<file path="src/hdl/ps2l_pkg.sv">
`timescale 1ns / 1ps
`default_nettype none
// ----------------------------------------------------------------------------
// PS/2 device link package
// Types, codes and helper functions shared by the PS/2 device link modules.
// ----------------------------------------------------------------------------
package ps2l_pkg;

  localparam int unsigned HalfWidth = 10;
  localparam int unsigned LowWidth = 10;
  localparam int unsigned GapWidth = 16;
  localparam int unsigned TimeoutWidth = 20;
  localparam int unsigned CfgDataWidth = 20;
  localparam int unsigned CfgIndexWidth = 2;
  localparam int unsigned TickWidth = 20;
  localparam int unsigned BitIndexWidth = 4;

  localparam logic [HalfWidth-1:0] HalfReset = 10'd20;
  localparam logic [LowWidth-1:0] LowReset = 10'd40;
  localparam logic [GapWidth-1:0] GapReset = 16'd100;
  localparam logic [TimeoutWidth-1:0] TimeoutReset = 20'd30000;

  localparam logic [BitIndexWidth-1:0] LastBit = 4'd10;
  localparam logic [BitIndexWidth-1:0] ParityBit = 4'd9;

  localparam logic [CfgIndexWidth-1:0] REG_HALF_PERIOD = 2'd0;
  localparam logic [CfgIndexWidth-1:0] REG_LOW_PERIOD = 2'd1;
  localparam logic [CfgIndexWidth-1:0] REG_BYTE_GAP = 2'd2;
  localparam logic [CfgIndexWidth-1:0] REG_HOST_TIMEOUT = 2'd3;

  localparam logic [1:0] OP_IDLE = 2'd0;
  localparam logic [1:0] OP_SEND = 2'd1;
  localparam logic [1:0] OP_RECV = 2'd2;

  localparam logic [1:0] TX_SENT = 2'd0;
  localparam logic [1:0] TX_INHIBITED = 2'd1;
  localparam logic [1:0] TX_HOST_REQ = 2'd2;

  localparam logic [1:0] RX_OK = 2'd0;
  localparam logic [1:0] RX_PARITY_ERR = 2'd1;
  localparam logic [1:0] RX_TIMEOUT = 2'd2;

  typedef enum logic [3:0] {
    PH_IDLE    = 4'd0,
    PH_TX_PRE  = 4'd1,
    PH_TX_BIT  = 4'd2,
    PH_TX_POST = 4'd3,
    PH_RX_WAIT = 4'd4,
    PH_RX_BIT  = 4'd5,
    PH_RX_ACK  = 4'd6
  } phase_t;

  typedef struct packed {
    logic [HalfWidth-1:0]    half_period_ticks;
    logic [LowWidth-1:0]     low_period_ticks;
    logic [GapWidth-1:0]     byte_gap_ticks;
    logic [TimeoutWidth-1:0] host_timeout_ticks;
  } cfg_t;

  typedef struct packed {
    logic [1:0] op;
    logic       clk_line;
    logic       data_line;
    logic [7:0] send_byte;
  } in_item_t;

  typedef struct packed {
    logic       clk_pull;
    logic       data_pull;
    logic       busy_res;
    logic       tx_done;
    logic [1:0] tx_status;
    logic       rx_done;
    logic [7:0] rx_byte;
    logic [1:0] rx_status;
  } out_item_t;

  function automatic logic odd_parity(input logic [7:0] value);
    return ~(^value);
  endfunction

endpackage

`default_nettype wire

</file>
<file path="src/hdl/ps2l_cfg_regs.sv">
`timescale 1ns / 1ps
`default_nettype none
// ----------------------------------------------------------------------------
// PS/2 device link configuration registers
// Holds the timing registers, written through a plain indexed write port.
// ----------------------------------------------------------------------------
module ps2l_cfg_regs
  import ps2l_pkg::*;
(
  input  wire logic                     clk,
  input  wire logic                     rst,
  input  wire logic                     cfg_we,
  input  wire logic [CfgIndexWidth-1:0] cfg_index,
  input  wire logic [CfgDataWidth-1:0]  cfg_data,
  output cfg_t                          cfg
);

  always_ff @(posedge clk) begin
    if (rst) begin
      cfg.half_period_ticks <= HalfReset;
      cfg.low_period_ticks <= LowReset;
      cfg.byte_gap_ticks <= GapReset;
      cfg.host_timeout_ticks <= TimeoutReset;
    end else if (cfg_we) begin
      case (cfg_index)
        REG_HALF_PERIOD: cfg.half_period_ticks <= cfg_data[HalfWidth-1:0];
        REG_LOW_PERIOD: cfg.low_period_ticks <= cfg_data[LowWidth-1:0];
        REG_BYTE_GAP: cfg.byte_gap_ticks <= cfg_data[GapWidth-1:0];
        REG_HOST_TIMEOUT: cfg.host_timeout_ticks <= cfg_data[TimeoutWidth-1:0];
        default: ;
      endcase
    end
  end

endmodule

`default_nettype wire

</file>
<file path="src/hdl/ps2l_core.sv">
`timescale 1ns / 1ps
`default_nettype none
// ----------------------------------------------------------------------------
// PS/2 device link core
// Link state machine with its tick counter and shift register. Advances one
// tick each time step is high and gives that tick's result.
// ----------------------------------------------------------------------------
module ps2l_core
  import ps2l_pkg::*;
(
  input  wire logic     clk,
  input  wire logic     rst,
  input  wire logic     step,
  input  wire in_item_t item,
  input  wire cfg_t     cfg,
  output out_item_t     result
);

  phase_t                   phase, phase_next;
  logic [TickWidth-1:0]     tick_count, tick_count_next;
  logic [BitIndexWidth-1:0] bit_index, bit_index_next;
  logic [7:0]               shift_byte, shift_byte_next;
  logic                     running_parity, running_parity_next;
  logic                     sampled_parity, sampled_parity_next;

  logic [TickWidth:0] tick_ext;
  logic [TickWidth:0] low_start;
  logic [TickWidth:0] low_end;
  logic [TickWidth:0] period;
  logic               clk_low;
  logic               last_tick;
  logic               gap_done;
  logic               timeout_hit;
  logic               host_req;
  logic               tx_bit;
  logic [2:0]         data_pos;

  assign tick_ext = {1'b0, tick_count};
  assign low_start = (TickWidth+1)'(cfg.half_period_ticks);
  assign low_end = low_start + (TickWidth+1)'(cfg.low_period_ticks);
  assign period = low_end + low_start;
  assign clk_low = (tick_ext >= low_start) && (tick_ext < low_end);
  assign last_tick = (tick_ext + (TickWidth+1)'(1)) >= period;
  assign gap_done = tick_count >= TickWidth'(cfg.byte_gap_ticks);
  assign timeout_hit = tick_count >= cfg.host_timeout_ticks;
  assign host_req = !item.data_line && item.clk_line;
  assign data_pos = 3'(bit_index - BitIndexWidth'(1));

  always_comb begin
    case (bit_index) inside
      4'd0: tx_bit = 1'b0;
      [4'd1:4'd8]: tx_bit = shift_byte[data_pos];
      ParityBit: tx_bit = running_parity;
      default: tx_bit = 1'b1;
    endcase
  end

  always_comb begin
    phase_next = phase;
    tick_count_next = tick_count;
    bit_index_next = bit_index;
    shift_byte_next = shift_byte;
    running_parity_next = running_parity;
    sampled_parity_next = sampled_parity;
    case (phase)
      PH_IDLE: begin
        if (item.op == OP_SEND) begin
          shift_byte_next = item.send_byte;
          running_parity_next = odd_parity(item.send_byte);
          tick_count_next = '0;
          bit_index_next = '0;
          phase_next = PH_TX_PRE;
        end else if (item.op == OP_RECV) begin
          tick_count_next = '0;
          bit_index_next = '0;
          phase_next = PH_RX_WAIT;
        end
      end
      PH_TX_PRE: begin
        tick_count_next = '0;
        bit_index_next = '0;
        if (!gap_done) begin
          tick_count_next = tick_count + TickWidth'(1);
        end else if (!item.clk_line || !item.data_line) begin
          phase_next = PH_IDLE;
        end else begin
          phase_next = PH_TX_BIT;
        end
      end
      PH_TX_BIT, PH_RX_BIT: begin
        if (phase == PH_RX_BIT && tick_count == '0) begin
          if (bit_index >= 4'd1 && bit_index <= 4'd8) begin
            if (item.data_line) begin
              shift_byte_next[data_pos] = 1'b1;
              running_parity_next = ~running_parity;
            end
          end else if (bit_index == ParityBit) begin
            sampled_parity_next = item.data_line;
          end
        end
        if (last_tick) begin
          tick_count_next = '0;
          if (bit_index >= LastBit) begin
            phase_next = (phase == PH_TX_BIT) ? PH_TX_POST : PH_RX_ACK;
          end else begin
            bit_index_next = bit_index + BitIndexWidth'(1);
          end
        end else begin
          tick_count_next = tick_count + TickWidth'(1);
        end
      end
      PH_TX_POST: begin
        if (gap_done) begin
          phase_next = PH_IDLE;
          tick_count_next = '0;
          bit_index_next = '0;
        end else begin
          tick_count_next = tick_count + TickWidth'(1);
        end
      end
      PH_RX_WAIT: begin
        if (host_req) begin
          phase_next = PH_RX_BIT;
          tick_count_next = '0;
          bit_index_next = '0;
          shift_byte_next = '0;
          running_parity_next = 1'b1;
          sampled_parity_next = 1'b0;
        end else if (timeout_hit) begin
          phase_next = PH_IDLE;
          tick_count_next = '0;
          bit_index_next = '0;
        end else begin
          tick_count_next = tick_count + TickWidth'(1);
        end
      end
      PH_RX_ACK: begin
        if (last_tick) begin
          phase_next = PH_IDLE;
          tick_count_next = '0;
          bit_index_next = '0;
        end else begin
          tick_count_next = tick_count + TickWidth'(1);
        end
      end
      default: begin
        phase_next = PH_IDLE;
        tick_count_next = '0;
        bit_index_next = '0;
      end
    endcase
  end

  always_comb begin
    result = '0;
    result.busy_res = (phase_next != PH_IDLE);
    case (phase)
      PH_TX_PRE: begin
        if (gap_done && !item.clk_line) begin
          result.tx_done = 1'b1;
          result.tx_status = TX_INHIBITED;
        end else if (gap_done && !item.data_line) begin
          result.tx_done = 1'b1;
          result.tx_status = TX_HOST_REQ;
        end
      end
      PH_TX_BIT: begin
        result.data_pull = ~tx_bit;
        result.clk_pull = clk_low;
      end
      PH_TX_POST: begin
        if (gap_done) begin
          result.tx_done = 1'b1;
          result.tx_status = TX_SENT;
        end
      end
      PH_RX_WAIT: begin
        if (!host_req && timeout_hit) begin
          result.rx_done = 1'b1;
          result.rx_status = RX_TIMEOUT;
        end
      end
      PH_RX_BIT: begin
        result.clk_pull = clk_low;
      end
      PH_RX_ACK: begin
        result.data_pull = 1'b1;
        result.clk_pull = clk_low;
        if (last_tick) begin
          result.rx_done = 1'b1;
          result.rx_byte = shift_byte;
          result.rx_status = (sampled_parity == running_parity) ? RX_OK : RX_PARITY_ERR;
        end
      end
      default: ;
    endcase
  end

  always_ff @(posedge clk) begin
    if (rst) begin
      phase <= PH_IDLE;
      tick_count <= '0;
      bit_index <= '0;
      shift_byte <= '0;
      running_parity <= 1'b1;
      sampled_parity <= 1'b0;
    end else if (step) begin
      phase <= phase_next;
      tick_count <= tick_count_next;
      bit_index <= bit_index_next;
      shift_byte <= shift_byte_next;
      running_parity <= running_parity_next;
      sampled_parity <= sampled_parity_next;
    end
  end

endmodule

`default_nettype wire

</file>
<file path="src/hdl/ps2_device_link_transceiver.sv">
`timescale 1ns / 1ps
`default_nettype none
// ----------------------------------------------------------------------------
// PS/2 device link transceiver
// Each request is one tick of the device side of a PS/2 link. The block
// accepts a request every clock cycle unless stalled and returns one result
// per request: each request is held in the input register, then passes once
// through the link state machine into the result register. The state
// machine updates once per request, which sets the rate of one tick per
// cycle while the result side does not stall. Stalls on the result side hold
// the input register and then the input channel.
// ----------------------------------------------------------------------------
module ps2_device_link_transceiver
  import ps2l_pkg::*;
(
  input  wire logic                     clk,
  input  wire logic                     rst,
  input  wire logic                     in_valid,
  output logic                          in_stall,
  input  wire in_item_t                 in_data,
  output logic                          out_valid,
  input  wire logic                     out_stall,
  output out_item_t                     out_data,
  input  wire logic                     cfg_we,
  input  wire logic [CfgIndexWidth-1:0] cfg_index,
  input  wire logic [CfgDataWidth-1:0]  cfg_data
);

  cfg_t      cfg;
  in_item_t  in_q;
  logic      in_q_valid;
  logic      advance;
  logic      in_accept;
  out_item_t result;

  assign advance = in_q_valid && (!out_valid || !out_stall);
  assign in_stall = in_q_valid && !advance;
  assign in_accept = in_valid && !in_stall;

  ps2l_cfg_regs u_cfg_regs (
    .clk       (clk),
    .rst       (rst),
    .cfg_we    (cfg_we),
    .cfg_index (cfg_index),
    .cfg_data  (cfg_data),
    .cfg       (cfg)
  );

  ps2l_core u_core (
    .clk    (clk),
    .rst    (rst),
    .step   (advance),
    .item   (in_q),
    .cfg    (cfg),
    .result (result)
  );

  always_ff @(posedge clk) begin
    if (rst) begin
      in_q_valid <= 1'b0;
    end else if (in_accept) begin
      in_q_valid <= 1'b1;
    end else if (advance) begin
      in_q_valid <= 1'b0;
    end
  end

  always_ff @(posedge clk) begin
    if (in_accept) begin
      in_q <= in_data;
    end
  end

  always_ff @(posedge clk) begin
    if (rst) begin
      out_valid <= 1'b0;
    end else if (advance) begin
      out_valid <= 1'b1;
    end else if (!out_stall) begin
      out_valid <= 1'b0;
    end
  end

  always_ff @(posedge clk) begin
    if (advance) begin
      out_data <= result;
    end
  end

endmodule

`default_nettype wire

</file>
<file path="config.mk">
export PLATFORM = sky130hd
export DESIGN_NAME = ps2_device_link_transceiver
export DESIGN_NICKNAME = d
export VERILOG_FILES = /design/src/hdl/ps2l_pkg.sv /design/src/hdl/ps2l_cfg_regs.sv /design/src/hdl/ps2l_core.sv /design/src/hdl/ps2_device_link_transceiver.sv
export SDC_FILE = /design/constraint.sdc
export NUM_CORES = 1
export LEC_CHECK = 0
export BUFFER_PORTS_ARGS = -buffer_cell sky130_fd_sc_hd__buf_2
export CAP_MARGIN = 40
export CELL_PAD_IN_SITES_DETAIL_PLACEMENT = 2
export CELL_PAD_IN_SITES_GLOBAL_PLACEMENT = 2
export CORE_MARGIN = 2
export CORE_UTILIZATION = 34
export DETAILED_ROUTE_END_ITERATION = 10
export GPL_TIMING_DRIVEN = 0
export PLACE_DENSITY_LB_ADDON = 0.2
export SETUP_SLACK_MARGIN = 0.4
export SLEW_MARGIN = 25
export SYNTH_ARGS = -nofsm -noshare
export SYNTH_HDL_FRONTEND = slang
export SYNTH_SLANG_ARGS = --single-unit
</file>
<file path="constraint.sdc">
create_clock -name clk -period 4.35 [get_ports clk]
set_input_delay 0.435 -clock clk [delete_from_list [all_inputs] [get_ports clk]]
set_output_delay 0.435 -clock clk [all_outputs]
set_load 0.01 [all_outputs]
</file>
# Yosys cells after proc, flatten, opt, wreduce, memory -nomap -nowiden
# Index checks and enable logic that the tools add are counted.
[totals]
ff_bits = 125
latchBits = 0
ram_bits = 0
romBits = 0
in_bits = 39
out_inout_bits = 19
elab_cells = 179
n_memories = 0
[op_classes]
add_sub_neg = 6
multipliers = 0
div_mod_pow = 0
n_lt_le_gt_ge = 10
n_eq_ne = 27
shifts = 0
n_mux = 67
bitwise = 4
n_reduce_logical = 41
[ops]
columns = ["operator", "n"]
rows = [
  ["20-bit 2-to-1 mux", 6],
  ["20-bit one-hot mux with 4 select lines", 1],
  ["4-bit 2-to-1 mux", 17],
  ["8-bit 2-to-1 mux", 5],
  ["4-bit one-hot mux with 6 select lines", 1],
  ["8-bit one-hot mux with 3 select lines", 1],
  ["20-bit by 1-bit adder with 21-bit output, second input constant", 1],
  ["21-bit by 10-bit adder with 21-bit output", 1],
  ["21-bit >= comparator", 1],
  ["20-bit by 21-bit less-than comparator with 1-bit output", 1],
  ["20-bit by 1-bit adder with 20-bit output, second input constant", 1],
  ["20-bit by 10-bit >= comparator with 1-bit output", 1],
  ["20-bit by 16-bit >= comparator with 1-bit output", 1],
  ["20-bit >= comparator", 1],
  ["20-bit zero test", 1],
  ["1-bit 2-to-1 mux", 20],
  ["4-bit one-hot mux with 5 select lines", 1],
  ["2-bit by 1-bit != test with 1-bit output, second input constant", 9],
  ["7-bit AND reduction", 2],
  ["4-bit by 3-bit == test with 1-bit output, second input constant", 3],
  ["3-bit 2-to-1 mux", 4],
  ["2-bit AND reduction", 6],
  ["10-bit by 10-bit adder with 11-bit output", 1],
  ["1-bit logical AND", 11],
  ["36 further kinds", 58],
]

# Logic depth before layout (Yosys ltp)
[logic_depth]
word_depth = 10
ltp_mapped = 25
mapped_depth_nobuf = 24

# Cells and area by module
# From an unflattened synthesis, not the netlist that was laid out.
[unflattened]
hier_cells = 951
area_unflattened_um2 = 8425.6
[modules_own_cells]
columns = ["mod", "instances", "cells_each", "area_each_um2", "seq_area_each_um2"]
rows = [
  ["ps2l_core", 1, 691, 5170.0, 760.7],
  ["ps2l_cfg_regs", 1, 221, 2298.5, 1121.1],
  ["ps2_device_link_transceiver", 1, 39, 957.2, 910.9],
]

# Least setup slack after synthesis
# Ideal clock, no wire load.
[synth_path]
path_type = "register to register"
from = "register u_cfg_regs.cfg[46] (netlist name)"
to = "register out_data[14] (netlist name) (data pin)"
t_arrival_ns = 4.469
slack_ns = -0.388
stages_incl_launch_ff = 25
synth_period_minus_slack_ns = 4.738
cell_sequence = "dfxtp_1 ha_1 inv_1 fa_1 inv_1 a21oi_1 o21bai_1 a21o_1 a21o_1 xor2_1 ha_1 a21oi_1 o21ai_0 nand4_1 nand3_1 o21ai_0 ha_1 a211oi_1 nand2_1 nor4_1 o2111ai_2 nor2_4 mux2_1 a21oi_1 nand3_1"
[synth_lines]
columns = ["item", "line_no", "rtl"]
rows = [
  ["end signal, assigned", "ps2_device_link_transceiver.sv:86", "out_data <= result;"],
  ["end, declared", "ps2_device_link_transceiver.sv:23", "output out_item_t out_data,"],
]

==> results.py <==
metrics = {
    "cts": {
        "cts-root-buf": "clkbuf_16",
        "cts_sinks": 125,
        "ctsHtreeMaxLevel": 4,
        "hold_buffers": 0,
        "max-clock-path-buffers": 2,
        "cts_made_buffers": 17,
        "tritoncts": "yes",
        "clk_pin_slew_ps": 70,
        "clock_latency_ps": 440,
    },
    "worst_setup_path": {
        "rr_endpoint": "out_data[14]$_DFFE_PP_",
        "worstPathRequired_ps": 4530,
        "criticalPathCategory": "reg2reg",
        "cp-start-kind": "flip-flop",
        "worst_ep_arrival_time_ps": 5070,
        "cp-startpoint": "u_cfg_regs.cfg[36]$_SDFFE_PP0P_",
        "ff2ff_path_depth": 22,
        "reg2reg_from": "u_cfg_regs.cfg[36]$_SDFFE_PP0P_",
        "worstSetupEndpointType": "flip-flop",
        "reg2reg_slack_ps": -540,
        "critPathMaxFanout": 4,
    },
    "layout": {
        "nFillCells": 2610,
        "mostFrequentLayoutCell": "nand2_1",
        "drive_above_1_share": 0.203,
        "fin_area_um2": 10200,
        "area_delta_synth_final_pct": 26.4,
        "multi_input_area_um2": 5260,
        "nets": 1202,
        "final_cell_mix": "nand2_1 (105), nor2_1 (96), dfxtp_1 (92)",
        "diodes": 0,
        "seq_area_um2": 2800,
    },
    "floorplanning": {
        "fp.coreArea_um2": 23300,
        "start_util": 0.345,
        "dieArea_um2": 24900,
        "die_h_um": 158,
        "num_rows": 56,
        "io_pins": 58,
        "die_w_um": 158,
    },
    "power_and_ir_drop": {
        "powerDensity_nw_per_um2": 326,
        "worst_ir_drop_vdd_v": 0.000185,
        "p_leak_nw": 4.21,
        "totalPowerFinal_w": 0.00332,
    },
    "yosys": {
        "syn_area_um2": 8040,
        "synth_seq_cells": 125,
        "synth_ff_type": "dfxtp_1",
        "avgSynthCellArea_um2": 8.41,
        "async_flop_share": 0,
        "yosys_warnings": 0,
        "seq_area_frac_synth": 0.347,
        "ys_types": 65,
        "syn-instance-count": 956,
        "synth_edf_count": 29,
        "synthesis.nets": 1090,
    },
    "sta": {
        "skew_ps": 14.1,
        "setup_viol": 38,
        "final.min_clock_period_ps": 4890,
        "hold_viol_final": 0,
        "worst_pin_slew_ps": 903,
        "rsz0062_at_grt": "true",
        "fmax_mhz": 204,
        "whs_ps": 174,
        "fin_ws_ps": -543,
        "tns_ps": -18240,
        "slew_viol_final": 0,
        "relSlewSlack": 0.398,
        "fin_crit_sh": 1.12,
    },
    "drt": {
        "via_per_inst": 5.44,
        "firstDrtPassIters": 5,
        "vias": 7612,
        "ant_nets": 0,
        "drt_wl_total_mm": 30.6,
        "drtIter0Drc": 297,
        "drc": 0,
        "wire_per_inst_um": 21.9,
    },
    "grt": {
        "grt_pass1_vias": 8282,
        "antenna_found_initial": 1,
        "grt_overflow_total": 0,
        "grt_use_total": 0.242,
        "grt_pass1_wl_mm": 45.8,
        "grt_max_degree": 27,
    },
    "placed_design": {
        "place.gp.congestion": 0.825,
        "io_buffer_count": 56,
        "place_area_um2": 8860,
        "dp_hpwl_mm": 20.9,
    },
    "hold_path": {
        "whs_endpoint": "in_q[7]$_DFFE_PP_",
        "worstHoldPathCells": 1,
        "hp-start": "in_data[7]",
        "hp-class": "in2reg",
    },
    "run_status": {
        "outcome": "complete, but fails checks",
        "violations": "negative setup slack",
    },
    "flow_run": {
        "cap_viol_max_count": 0,
    },
}
[state kept, by name, indices dropped and copies added, names as in the netlist]
signal                 count
in_q                      12
in_q_valid                 1
out_data                  17
out_valid                  1
u_cfg_regs.cfg            56
u_core.bit_index           4
u_core.phase               4
u_core.running_parity      1
u_core.sampled_parity      1
u_core.shift_byte          8
u_core.tick_count         20
[worst max-delay path, cell delays in order (launching register included)]
cell and delay, ps:
dfxtp_4 360, ha_4 130, inv_2 30, fa_2 340, buf_4 150, xnor2_2 140, ha_1 330, a21oi_1 180
o21bai_1 120, a21o_1 230, a21o_1 240, a31oi_4 240, o21ai_1 130, xnor2_1 160, ha_2 230, a211oi_4 250
nand2_4 110, nor4b_4 230, o2111ai_2 210, nor2_4 230, mux2_4 340, a21oi_4 160, nand3_2 90
[worst max path at each step]
stage                                   endpoint  cells past startpoint
2_1_floorplan             out_data[14]$_DFFE_PP_                     24
3_3_place_gp              out_data[14]$_DFFE_PP_                     24
3_5_place_dp              out_data[14]$_DFFE_PP_                     22
4_1_cts                   out_data[14]$_DFFE_PP_                     22
5_1_grt        u_core.tick_count[6]$_SDFFE_PP0P_                     24
6_report                  out_data[14]$_DFFE_PP_                     22
[cell families (layout without fill, tap and decap cells)]
| group | after synthesis | after routing | share of synthesized area |
|---|---|---|---|
| AOI/OAI and AO/OA | 222 | 222 | 0.185 |
| and+or+nand+nor | 323 | 323 | 0.185 |
| muxes | 13 | 13 | 0.0163 |
| buffers and inverters | 128 | 253 | 0.0616 |
| xor gates and xnor gates | 50 | 50 | 0.0544 |
| DFF | 125 | 125 | 0.347 |
| adders and majority gates | 95 | 95 | 0.150 |
[power breakdown]
group	leakage, nW	switching [W]	internal, W
registers	1.06	0.0000292	0.00123
clock network	0.268	0.000622	0.000796
logic	2.88	0.000382	0.000260
total	4.21	0.00103	0.00229
[final cells by class]
cell class,instances,area share
clock buffer,18,0.0422
buffer,44,0.0197
multi-input combinational,703,0.517
timing repair buffer,93,0.0615
clock inverter,14,0.0132
tap,319,0.0393
inverter,84,0.0310
sequential,125,0.276
[through the flow]
| step | utilization | cells | setup WS (ps) |
|---|---|---|---|
| finish | 0.436 | 1400 | -543 |
| floorplan | - | 956 | -118 |
| CTS | 0.421 | 1386 | -425 |
| detailed placement | 0.380 | 1334 | -855 |
| global placement | 0.378 | 1331 | -699 |
| global route | 0.436 | 1400 | -747 |
[layer usage]
layer  share of wire  up-vias  track usage
met5               0        -            0
li1                -     3594            -
met2            0.51      127        0.441
met1            0.43     3839        0.286
met4           0.033        0       0.0740
met3           0.027       52       0.0474
[cell usage after synthesis, drive strengths merged (21+ instances only)]
master | n | area (µm²)
a211oi | 23 | 178
a21oi | 82 | 410
clkbuf | 34 | 128
dfxtp | 96 | 1920
edfxtp | 29 | 871
ha | 93 | 1160
inv | 83 | 312
nand2 | 107 | 404
nand3 | 29 | 145
nor2 | 98 | 375
nor3 | 21 | 105
o21ai | 25 | 136
xnor2 | 32 | 280
[timing repair]
item / 4_1_cts / 5_1_grt
buffers inserted: 20 / 10
endpoints found under the setup margin: 38 / 38
gates cloned: 0 / 1
pin swaps: 36 / 28
resized for setup: 44 / 36
No activity file was read; power rests on OpenSTA's default activity.
